[src/rtl/core/wbs_pkg.sv]
// ----------------------------------------------------------------------------
// Weighted backend scheduler package
// Payload types, operation and register codes, and field selection helpers
// shared by the scheduler, its checker, the pick checker and the testbench.
// ----------------------------------------------------------------------------
package wbs_pkg;

   // Width of the register index and data on the configuration port.
   localparam int CSR_INDEX_BITS = 3;
   localparam int CSR_DATA_BITS  = 64;

   // Operation codes of an input item.
   localparam logic [1:0] OP_SCHEDULE = 2'd0;
   localparam logic [1:0] OP_OPEN     = 2'd1;
   localparam logic [1:0] OP_CLOSE    = 2'd2;

   // Configuration register indexes.
   localparam logic [CSR_INDEX_BITS-1:0] CSR_POLICY_MODE = 3'd0;
   localparam logic [CSR_INDEX_BITS-1:0] CSR_BACKEND_CNT = 3'd1;
   localparam logic [CSR_INDEX_BITS-1:0] CSR_WEIGHTS     = 3'd2;
   localparam logic [CSR_INDEX_BITS-1:0] CSR_PRIORITIES  = 3'd3;
   localparam logic [CSR_INDEX_BITS-1:0] CSR_LIMITS_LOW  = 3'd4;
   localparam logic [CSR_INDEX_BITS-1:0] CSR_LIMITS_HIGH = 3'd5;

   // Policy selection.
   localparam logic MODE_ROUND_ROBIN = 1'b0;
   localparam logic MODE_LEAST_CONN  = 1'b1;

   // One request item.
   typedef struct packed {
      logic [1:0] opcode;
      logic [2:0] backend_index;
      logic [7:0] up_mask;
      logic [3:0] service_priority;
   } req_type;

   // One result item.
   typedef struct packed {
      logic       found;
      logic [2:0] chosen_backend;
   } rsp_type;

   // 8-bit weight of a backend.
   function automatic logic [7:0] weight_of(input logic [63:0] weights, input logic [2:0] b);
      return weights[b*8 +: 8];
   endfunction

   // 4-bit priority of a backend.
   function automatic logic [3:0] prio_of(input logic [31:0] prios, input logic [2:0] b);
      return prios[b*4 +: 4];
   endfunction

   // 16-bit connection limit of a backend, split over two registers.
   function automatic logic [15:0] limit_of(input logic [63:0] lim_lo, input logic [63:0] lim_hi,
                                             input logic [2:0] b);
      logic [15:0] lim;
      if (b[2]) begin
         lim = lim_hi[b[1:0]*16 +: 16];
      end else begin
         lim = lim_lo[b[1:0]*16 +: 16];
      end
      return lim;
   endfunction

endpackage

[src/rtl/core/wbs_conn_store.sv]
// ----------------------------------------------------------------------------
// Connection count store
// One-write, one-read synchronous memory of per-backend connection counts
// with a registered read. A valid bit per entry makes unwritten entries
// read as zero right after reset.
// ----------------------------------------------------------------------------
module wbs_conn_store #(
   parameter int DEPTH  = 8,
   parameter int IDX_W  = 3,
   parameter int DATA_W = 16
) (
   input  logic              clock,
   input  logic              reset,
   input  logic              wr_en,
   input  logic [IDX_W-1:0]  wr_addr,
   input  logic [DATA_W-1:0] wr_data,
   input  logic [IDX_W-1:0]  rd_addr,
   output logic [DATA_W-1:0] rd_data
);

   logic [DATA_W-1:0] mem [DEPTH];
   logic [DEPTH-1:0]  vld_ff;
   logic [DEPTH-1:0]  vld_in;
   logic [DATA_W-1:0] rd_data_ff;
   logic              rd_vld_ff;

   // Entry valid bits: set on the first write, cleared by reset.
   always_comb begin
      vld_in = vld_ff;
      if (wr_en) begin
         vld_in[wr_addr] = 1'b1;
      end
   end

   always_ff @(posedge clock) begin
      if (reset) begin
         vld_ff <= '0;
      end else begin
         vld_ff <= vld_in;
      end
   end

   // Memory write port.
   always_ff @(posedge clock) begin
      if (wr_en) begin
         mem[wr_addr] <= wr_data;
      end
   end

   // Registered read; the valid bit travels with the data.
   always_ff @(posedge clock) begin
      rd_data_ff <= mem[rd_addr];
      rd_vld_ff  <= vld_ff[rd_addr];
   end

   assign rd_data = rd_vld_ff ? rd_data_ff : '0;

endmodule

[src/rtl/core/weighted_backend_scheduler.sv]
// ----------------------------------------------------------------------------
// Weighted backend scheduler
// Picks a backend per schedule request by weighted round robin or weighted
// least connections, and keeps saturating per-backend connection counts
// updated by open and close events.
//
//   channel | ports             | direction | carries
//   --------+-------------------+-----------+-------------------------------
//   request | req_valid/ready   | in        | req_type: opcode, index, mask
//   result  | rsp_valid/ready   | out       | rsp_type: found, chosen index
//   config  | csr_valid/ready   | in        | register index and 64-bit data
//
// A schedule request examines one backend per cycle through the single read
// port of the connection count memory. A round-robin request scans at most
// two passes over the backends in use, a least-connections request one pass;
// an open or close event reads and updates one count.
// Reset is synchronous; counts read as zero at once through per-entry valid
// bits, so no clearing pass runs after reset.
// A finished result waits in the output register; the next item is taken
// meanwhile and holds in its final cycle only if that register is still full.
// ----------------------------------------------------------------------------
module weighted_backend_scheduler #(
   parameter int NUM_BACKENDS    = 8,
   parameter int CONN_COUNT_BITS = 16
) (
   input  logic                                 clock,
   input  logic                                 reset,
   input  logic                                 req_valid,
   output logic                                 req_ready,
   input  wbs_pkg::req_type                     req_data,
   output logic                                 rsp_valid,
   input  logic                                 rsp_ready,
   output wbs_pkg::rsp_type                     rsp_data,
   input  logic                                 csr_valid,
   output logic                                 csr_ready,
   input  logic [wbs_pkg::CSR_INDEX_BITS-1:0]   csr_index,
   input  logic [wbs_pkg::CSR_DATA_BITS-1:0]    csr_data
);

   localparam int IDX_W  = $clog2(NUM_BACKENDS);
   localparam int STEP_W = $clog2(2 * NUM_BACKENDS);
   localparam int LIM_W  = (CONN_COUNT_BITS > 16) ? CONN_COUNT_BITS : 16;
   localparam int PROD_W = CONN_COUNT_BITS + 8;
   localparam logic [3:0]                 NUM_B4   = 4'(NUM_BACKENDS);
   localparam logic [CONN_COUNT_BITS-1:0] CONN_MAX = '1;

   // Sequencer states.
   localparam logic [2:0] S_IDLE  = 3'd0;
   localparam logic [2:0] S_RR    = 3'd1;
   localparam logic [2:0] S_LC    = 3'd2;
   localparam logic [2:0] S_EVENT = 3'd3;
   localparam logic [2:0] S_DONE  = 3'd4;

   // Configuration registers.
   logic        mode_ff;
   logic [3:0]  count_cfg_ff;
   logic [63:0] weights_ff;
   logic [31:0] prios_ff;
   logic [63:0] lim_lo_ff;
   logic [63:0] lim_hi_ff;

   // Sequencer and item registers.
   logic [2:0]                 state_ff, state_in;
   logic [1:0]                 op_ff, op_in;
   logic                       idx_ok_ff, idx_ok_in;
   logic [7:0]                 up_ff, up_in;
   logic [3:0]                 svc_prio_ff, svc_prio_in;
   logic [IDX_W-1:0]           cur_ff, cur_in;
   logic [STEP_W-1:0]          step_ff, step_in;
   logic                       have_ff, have_in;
   logic [IDX_W-1:0]           sel_ff, sel_in;
   logic [CONN_COUNT_BITS-1:0] sel_conns_ff, sel_conns_in;
   logic                       res_found_ff, res_found_in;
   logic [2:0]                 res_chosen_ff, res_chosen_in;

   // Round-robin state.
   logic [IDX_W-1:0] rr_pos_ff, rr_pos_in;
   logic [8:0]       use_ff, use_in;

   // Output register.
   logic             rsp_valid_ff, rsp_valid_in;
   wbs_pkg::rsp_type rsp_data_ff, rsp_data_in;

   // Memory port.
   logic                       wr_en;
   logic [CONN_COUNT_BITS-1:0] wr_data;
   logic [IDX_W-1:0]           rd_addr;
   logic [CONN_COUNT_BITS-1:0] conns;

   // Derived values.
   logic [3:0]        count_eff;
   logic [IDX_W-1:0]  rr_start;
   logic [2:0]        cur_num;
   logic [7:0]        weight_cur;
   logic [7:0]        weight_sel;
   logic [15:0]       limit_cur;
   logic              elig;
   logic              cur_at_end;
   logic [IDX_W-1:0]  next_b;
   logic [8:0]        use_inc;
   logic              rr_pick;
   logic [4:0]        last_step;
   logic              rr_last;
   logic [PROD_W-1:0] prod_new;
   logic [PROD_W-1:0] prod_sel;
   logic              lc_take;
   logic              rsp_load;

   assign req_ready = (state_ff == S_IDLE);
   assign csr_ready = 1'b1;
   assign rsp_valid = rsp_valid_ff;
   assign rsp_data  = rsp_data_ff;

   // Configuration writes.
   always_ff @(posedge clock) begin
      if (reset) begin
         mode_ff      <= wbs_pkg::MODE_ROUND_ROBIN;
         count_cfg_ff <= 4'd1;
         weights_ff   <= 64'h0101_0101_0101_0101;
         prios_ff     <= '0;
         lim_lo_ff    <= '0;
         lim_hi_ff    <= '0;
      end else if (csr_valid) begin
         unique case (csr_index)
            wbs_pkg::CSR_POLICY_MODE: mode_ff      <= csr_data[0];
            wbs_pkg::CSR_BACKEND_CNT: count_cfg_ff <= csr_data[3:0];
            wbs_pkg::CSR_WEIGHTS:     weights_ff   <= csr_data;
            wbs_pkg::CSR_PRIORITIES:  prios_ff     <= csr_data[31:0];
            wbs_pkg::CSR_LIMITS_LOW:  lim_lo_ff    <= csr_data;
            wbs_pkg::CSR_LIMITS_HIGH: lim_hi_ff    <= csr_data;
            default: begin
            end
         endcase
      end
   end

   // Backend count in use and the round-robin start position.
   assign count_eff = (count_cfg_ff > NUM_B4) ? NUM_B4 : count_cfg_ff;
   assign rr_start  = (4'(rr_pos_ff) < count_eff) ? rr_pos_ff : '0;

   // Eligibility of the backend whose count arrives from memory this cycle.
   assign cur_num    = 3'(cur_ff);
   assign weight_cur = wbs_pkg::weight_of(weights_ff, cur_num);
   assign weight_sel = wbs_pkg::weight_of(weights_ff, 3'(sel_ff));
   assign limit_cur  = wbs_pkg::limit_of(lim_lo_ff, lim_hi_ff, cur_num);
   assign elig = up_ff[cur_num]
              && (wbs_pkg::prio_of(prios_ff, cur_num) <= svc_prio_ff)
              && !((limit_cur != 16'd0) && (LIM_W'(limit_cur) < LIM_W'(conns)));

   // Position stepping, wrapping at the backend count.
   assign cur_at_end = (4'(cur_ff) + 4'd1) >= count_eff;
   assign next_b     = cur_at_end ? '0 : cur_ff + 1'b1;

   // Round robin: use counter against the weight, two passes at most.
   assign use_inc   = use_ff + 9'd1;
   assign rr_pick   = elig && (use_inc <= {1'b0, weight_cur});
   assign last_step = {count_eff, 1'b0} - 5'd1;
   assign rr_last   = (5'(step_ff) == last_step);

   // Least connections: cross-multiplied ratio compare.
   assign prod_new = PROD_W'(conns) * PROD_W'(weight_sel);
   assign prod_sel = PROD_W'(sel_conns_ff) * PROD_W'(weight_cur);
   assign lc_take  = elig && (!have_ff || (prod_new < prod_sel));

   // Event update with saturation at both ends.
   always_comb begin
      wr_en   = 1'b0;
      wr_data = conns + 1'b1;
      if (state_ff == S_EVENT && idx_ok_ff) begin
         if (op_ff == wbs_pkg::OP_OPEN) begin
            wr_en = (conns != CONN_MAX);
         end else begin
            wr_en   = (conns != '0);
            wr_data = conns - 1'b1;
         end
      end
   end

   // Read address: taken from the request at transfer, then the next backend.
   always_comb begin
      rd_addr = cur_ff;
      if (state_ff == S_IDLE) begin
         if (req_data.opcode == wbs_pkg::OP_SCHEDULE) begin
            rd_addr = (mode_ff == wbs_pkg::MODE_ROUND_ROBIN && count_eff > 4'd1) ?
                      rr_start : '0;
         end else begin
            rd_addr = IDX_W'(req_data.backend_index);
         end
      end else if (state_ff == S_RR || state_ff == S_LC) begin
         rd_addr = next_b;
      end
   end

   assign rsp_load = (state_ff == S_DONE) && (!rsp_valid_ff || rsp_ready);

   // Sequencer.
   always_comb begin
      state_in      = state_ff;
      op_in         = op_ff;
      idx_ok_in     = idx_ok_ff;
      up_in         = up_ff;
      svc_prio_in   = svc_prio_ff;
      cur_in        = cur_ff;
      step_in       = step_ff;
      have_in       = have_ff;
      sel_in        = sel_ff;
      sel_conns_in  = sel_conns_ff;
      res_found_in  = res_found_ff;
      res_chosen_in = res_chosen_ff;
      rr_pos_in     = rr_pos_ff;
      use_in        = use_ff;
      unique case (state_ff)
         S_IDLE: begin
            if (req_valid) begin
               op_in         = req_data.opcode;
               idx_ok_in     = ({1'b0, req_data.backend_index} < NUM_B4);
               up_in         = req_data.up_mask;
               svc_prio_in   = req_data.service_priority;
               cur_in        = IDX_W'(req_data.backend_index);
               step_in       = '0;
               have_in       = 1'b0;
               sel_in        = '0;
               sel_conns_in  = '0;
               res_found_in  = 1'b0;
               res_chosen_in = 3'd0;
               case (req_data.opcode) inside
                  wbs_pkg::OP_SCHEDULE: begin
                     if (count_eff == 4'd0) begin
                        state_in = S_DONE;
                     end else if (count_eff == 4'd1 ||
                                  mode_ff == wbs_pkg::MODE_LEAST_CONN) begin
                        cur_in   = '0;
                        state_in = S_LC;
                     end else begin
                        cur_in   = rr_start;
                        state_in = S_RR;
                     end
                  end
                  wbs_pkg::OP_OPEN, wbs_pkg::OP_CLOSE: begin
                     state_in = S_EVENT;
                  end
                  default: begin
                     state_in = S_DONE;
                  end
               endcase
            end
         end
         S_RR: begin
            if (rr_pick) begin
               rr_pos_in     = cur_ff;
               use_in        = use_inc;
               res_found_in  = 1'b1;
               res_chosen_in = cur_num;
               state_in      = S_DONE;
            end else begin
               use_in    = '0;
               rr_pos_in = next_b;
               if (rr_last) begin
                  state_in = S_DONE;
               end else begin
                  cur_in  = next_b;
                  step_in = step_ff + 1'b1;
               end
            end
         end
         S_LC: begin
            if (lc_take) begin
               have_in      = 1'b1;
               sel_in       = cur_ff;
               sel_conns_in = conns;
            end
            if (cur_at_end) begin
               res_found_in  = have_ff || lc_take;
               res_chosen_in = lc_take ? cur_num : (have_ff ? 3'(sel_ff) : 3'd0);
               state_in      = S_DONE;
            end else begin
               cur_in = next_b;
            end
         end
         S_EVENT: begin
            state_in = S_DONE;
         end
         S_DONE: begin
            if (rsp_load) begin
               state_in = S_IDLE;
            end
         end
         default: begin
            state_in = S_IDLE;
         end
      endcase
   end

   // Output register.
   always_comb begin
      rsp_valid_in = rsp_valid_ff;
      rsp_data_in  = rsp_data_ff;
      if (rsp_load) begin
         rsp_valid_in                = 1'b1;
         rsp_data_in.found           = res_found_ff;
         rsp_data_in.chosen_backend  = res_found_ff ? res_chosen_ff : 3'd0;
      end else if (rsp_ready) begin
         rsp_valid_in = 1'b0;
      end
   end

   // Control state.
   always_ff @(posedge clock) begin
      if (reset) begin
         state_ff     <= S_IDLE;
         rr_pos_ff    <= '0;
         use_ff       <= '0;
         rsp_valid_ff <= 1'b0;
      end else begin
         state_ff     <= state_in;
         rr_pos_ff    <= rr_pos_in;
         use_ff       <= use_in;
         rsp_valid_ff <= rsp_valid_in;
      end
   end

   // Item payload and scan registers.
   always_ff @(posedge clock) begin
      op_ff         <= op_in;
      idx_ok_ff     <= idx_ok_in;
      up_ff         <= up_in;
      svc_prio_ff   <= svc_prio_in;
      cur_ff        <= cur_in;
      step_ff       <= step_in;
      have_ff       <= have_in;
      sel_ff        <= sel_in;
      sel_conns_ff  <= sel_conns_in;
      res_found_ff  <= res_found_in;
      res_chosen_ff <= res_chosen_in;
      rsp_data_ff   <= rsp_data_in;
   end

   // Connection count memory.
   wbs_conn_store #(
      .DEPTH  (NUM_BACKENDS),
      .IDX_W  (IDX_W),
      .DATA_W (CONN_COUNT_BITS)
   ) u_conn_store (
      .clock   (clock),
      .reset   (reset),
      .wr_en   (wr_en),
      .wr_addr (cur_ff),
      .wr_data (wr_data),
      .rd_addr (rd_addr),
      .rd_data (conns)
   );

endmodule

[config.mk]
export PLATFORM = sky130hd
export DESIGN_NAME = weighted_backend_scheduler
export DESIGN_NICKNAME = d
export VERILOG_FILES = /design/src/rtl/core/wbs_pkg.sv /design/src/rtl/core/wbs_conn_store.sv /design/src/rtl/core/weighted_backend_scheduler.sv
export SDC_FILE = /design/constraint.sdc
export NUM_CORES = 2
export LEC_CHECK = 0
export ABC_AREA = 1
export BUFFER_PORTS_ARGS = -buffer_cell sky130_fd_sc_hd__buf_4
export CAP_MARGIN = 20
export CORE_MARGIN = 1
export CORE_UTILIZATION = 65
export DETAILED_ROUTE_END_ITERATION = 7
export GPL_TIMING_DRIVEN = 0
export PLACE_DENSITY = 0.83
export REMOVE_ABC_BUFFERS = 1
export SYNTH_ARGS = -nofsm -noshare
export SYNTH_HDL_FRONTEND = slang
export SYNTH_SLANG_ARGS = --single-unit
export TNS_END_PERCENT = 100
[constraint.sdc]
create_clock -name clock -period 24.4 [get_ports clock]
set_clock_uncertainty 0.1 [all_clocks]
set_input_delay 3.66 -clock clock [delete_from_list [all_inputs] [get_ports clock]]
set_output_delay 3.66 -clock clock [all_outputs]
set_load 0.01 [all_outputs]
==> impl_metrics.py <==
metrics = {
    "final_layout": {
        "drive_gt1_share_pct": 6.77,
        "nFillCells": 3321,
        "utilization_pct": 72.8,
        "instances_no_fill": 4220,
        "antenna_cells": 0,
        "final_nets": 4008,
        "area.growth.synth_to_final_pct": 9.61,
    },
    "synth": {
        "synth_seq_cells": 447,
        "syn_area_um2": 28800,
        "synth-seq-area-share_pct": 37.2,
        "synth.most_common_cell": "nor2_1",
        "synth.area.top_cells": "dfxtp_1 19%, edfxtp_1 18%, fa_1 12%, nor2_1 9.1%, o21ai_0 7.0%",
        "synth_edf_count": 177,
        "synthAdderAreaFrac_pct": 18.4,
        "yosysWarnings": 0,
        "synth_cell_types": 56,
        "synth_ff_type": "dfxtp_1",
        "synthCells": 3600,
        "syn-mean-instance-area_um2": 8.00,
        "synth-simple-area-share_pct": 17.5,
        "synth_mux_area_share_pct": 0.0348,
        "synth-async-reset-ratio_pct": 0,
        "synth_top_area_cell": "dfxtp_1",
        "synthXorXnorAreaFrac_pct": 2.04,
        "ys_top_cells_by_count": "699 x nor2_1, 491 x inv_1, 412 x nand2_1",
        "synth-compound-area-share_pct": 15.4,
        "synth_top_area_share_pct": 18.8,
        "synth_top_family_by_area": "adder cells",
    },
    "grt": {
        "grt_antenna_before_repair": 0,
        "grt-ovfl-total": 0,
        "grt_use_total_pct": 35.5,
        "grt_max_degree": 169,
        "grt_pass1_wl_mm": 125,
        "first_global_vias": 24881,
    },
    "power_and_ir_drop": {
        "p_per_area_nw_per_um2": 122,
        "ir_drop_mv": 0.0856,
        "p_leak_nw": 14.3,
    },
    "clock_tree": {
        "clk_latency_ps": 590,
        "cts_resized": 0,
        "cts-htree-levels": 2,
        "clock_path_buffers": 3,
        "postCtsSetupRepairBufs": 0,
        "path_clk_slew_ps": 60,
        "numCtsBuffers": 46,
        "cts_tree": "yes",
        "cts_hold_buf": 0,
        "cts.sinks": 447,
        "cts_root_buf": "clkbuf_16",
    },
    "sta": {
        "fmax_ghz": 0.0966,
        "hold_viol": 0,
        "rsz0062_at_grt": "no",
        "tightest_slew_ps": 1040,
        "setup_ws_ps": 14040,
        "maxSlewHeadroom_pct": 30.6,
        "fin_crit_sh_pct": 42.4,
        "slew_violations": 0,
        "period_needed_ps": 10360,
        "setup_violations": 0,
        "setup-tns-final_ps": 0,
    },
    "die": {
        "dieHeight_um": 212,
        "initial_core_util_pct": 66.4,
        "rows": 76,
        "die_w_um": 212,
        "ios": 96,
        "coreArea_um2": 43400,
        "dieArea_um2": 45100,
    },
    "setup_path": {
        "cp_max_fo": 39,
        "crit_type": "flop to flop",
        "end_kind": "flop",
        "startpoint_type": "flop",
        "max_stage_delay_ps": 750,
        "critPathArrivalTime_ps": 10530,
        "cp_slowest_cell": "inv_2",
        "crit_required_ps": 24580,
    },
    "flow_run": {
        "cap_violations": 0,
    },
    "placed_design": {
        "hpwl_mm": 55.2,
        "dp_slack_ps": 14370,
        "port_buffers": 94,
        "gp_congestion": 0.946,
        "dp.cells": 4131,
    },
    "route": {
        "drt_pass1_iterations": 6,
        "routed_wirelength_mm": 79.0,
        "vias": 25232,
        "wl_per_cell_um": 18.7,
        "drc": 0,
        "viasPerCell": 5.98,
        "drt_iter0_drc": 2348,
        "antenna_left": 0,
    },
    "worst_hold_path": {
        "min_path_type": "flop to flop",
    },
    "outcome": {
        "status": "finished, final reports clean",
    },
}
## area by class of cell
class | count | area [um^2] | area share [%]
multi-input combinational | 2466 | 15400 | 48.8
sequential | 447 | 10700 | 34.0
inverter | 511 | 1930 | 6.11
timing repair buffer | 125 | 1330 | 4.21
clock buffer | 66 | 1320 | 4.18
tap | 585 | 732 | 2.32
clock inverter | 20 | 123 | 0.389
## kinds of logic after synthesis
family / Yosys count
AO/OA/AOI/OAI: 814
XOR/XNOR: 67
buffers and inverters: 687
flip-flops: 447
AND/OR/NAND/NOR: 1261
adder cells (fa/ha/maj): 322
multiplexers: 1
other: 1
## where the power goes
part / internal (mW) / switching (mW) / leakage [nW]
combinational: 0.743 / 1.48 / 9.68
clock: 0.378 / 0.296 / 0.714
sequential: 0.886 / 0.0744 / 3.85
## final timing paths
kind | startpoint | to | slack (ps) | depth (start not counted)
worst max-delay path | cur_ff[0] | sel_conns_ff[1] | 14040 | 34
worst min-delay path | prios_ff[6] | prios_ff[6] | 350 | 2
worst max register to register | cur_ff[0] | sel_conns_ff[1] | 14040 | 34
worst min register to register | prios_ff[6] | prios_ff[6] | 350 | 2
## cells in the final DEF, fill, tap and decap left out, types with 87 or more instances in the layout
master,synthesis,layout
nor2_1,699,689
inv_1,491,490
nand2_1,412,410
o21ai_0,402,401
dfxtp_1,270,270
a21oi_1,220,220
edfxtp_1,177,177
fa_1,168,168
ha_1,154,154
buf_4,10,95
nand3_1,89,87
## stage by stage
stage	instance area [um^2]	hold slack (ps)	total power, mW
5_1_grt	31600	362	4.15
2_1_floorplan	28000	325	2.44
6_report	31600	347	3.86
3_3_place_gp	29400	334	2.97
3_5_place_dp	30100	336	3.12
4_1_cts	31500	346	3.81
## state kept, by name, summed over array words and instances, names as in the netlist, 4 cells and up
signal                   flops
u_conn_store.mem           128
weights_ff                  64
lim_lo_ff                   64
u_conn_store.vld_ff          8
step_ff                      4
count_cfg_ff                 4
sel_conns_ff                16
rsp_data                     4
use_ff                       9
lim_hi_ff                   64
prios_ff                    32
up_ff                        8
svc_prio_ff                  4
u_conn_store.rd_data_ff     16
## metal layers
metal | vias up | share of wire [%] | GRT usage [%]
met3 | 247 | 8.8 | 5.94
met1 | 12075 | 38 | 43.4
li1 | 11661 | - | -
met2 | 1249 | 49 | 61.6
met5 | - | 0 | 0
met4 | 0 | 4.4 | 16.0
## worst max-delay path, delay by kind of cell (launching register included)
family                     cells  cell delay (ps)
and+or+nand+nor                7             1860
xor gates and xnor gates       1              190
adders and majority gates      6             2710
buffers and inverters          7             2190
AOI/OAI and AO/OA             13             2290
DFF                            1              650
Note: power is estimated with default switching activity, not from simulation.
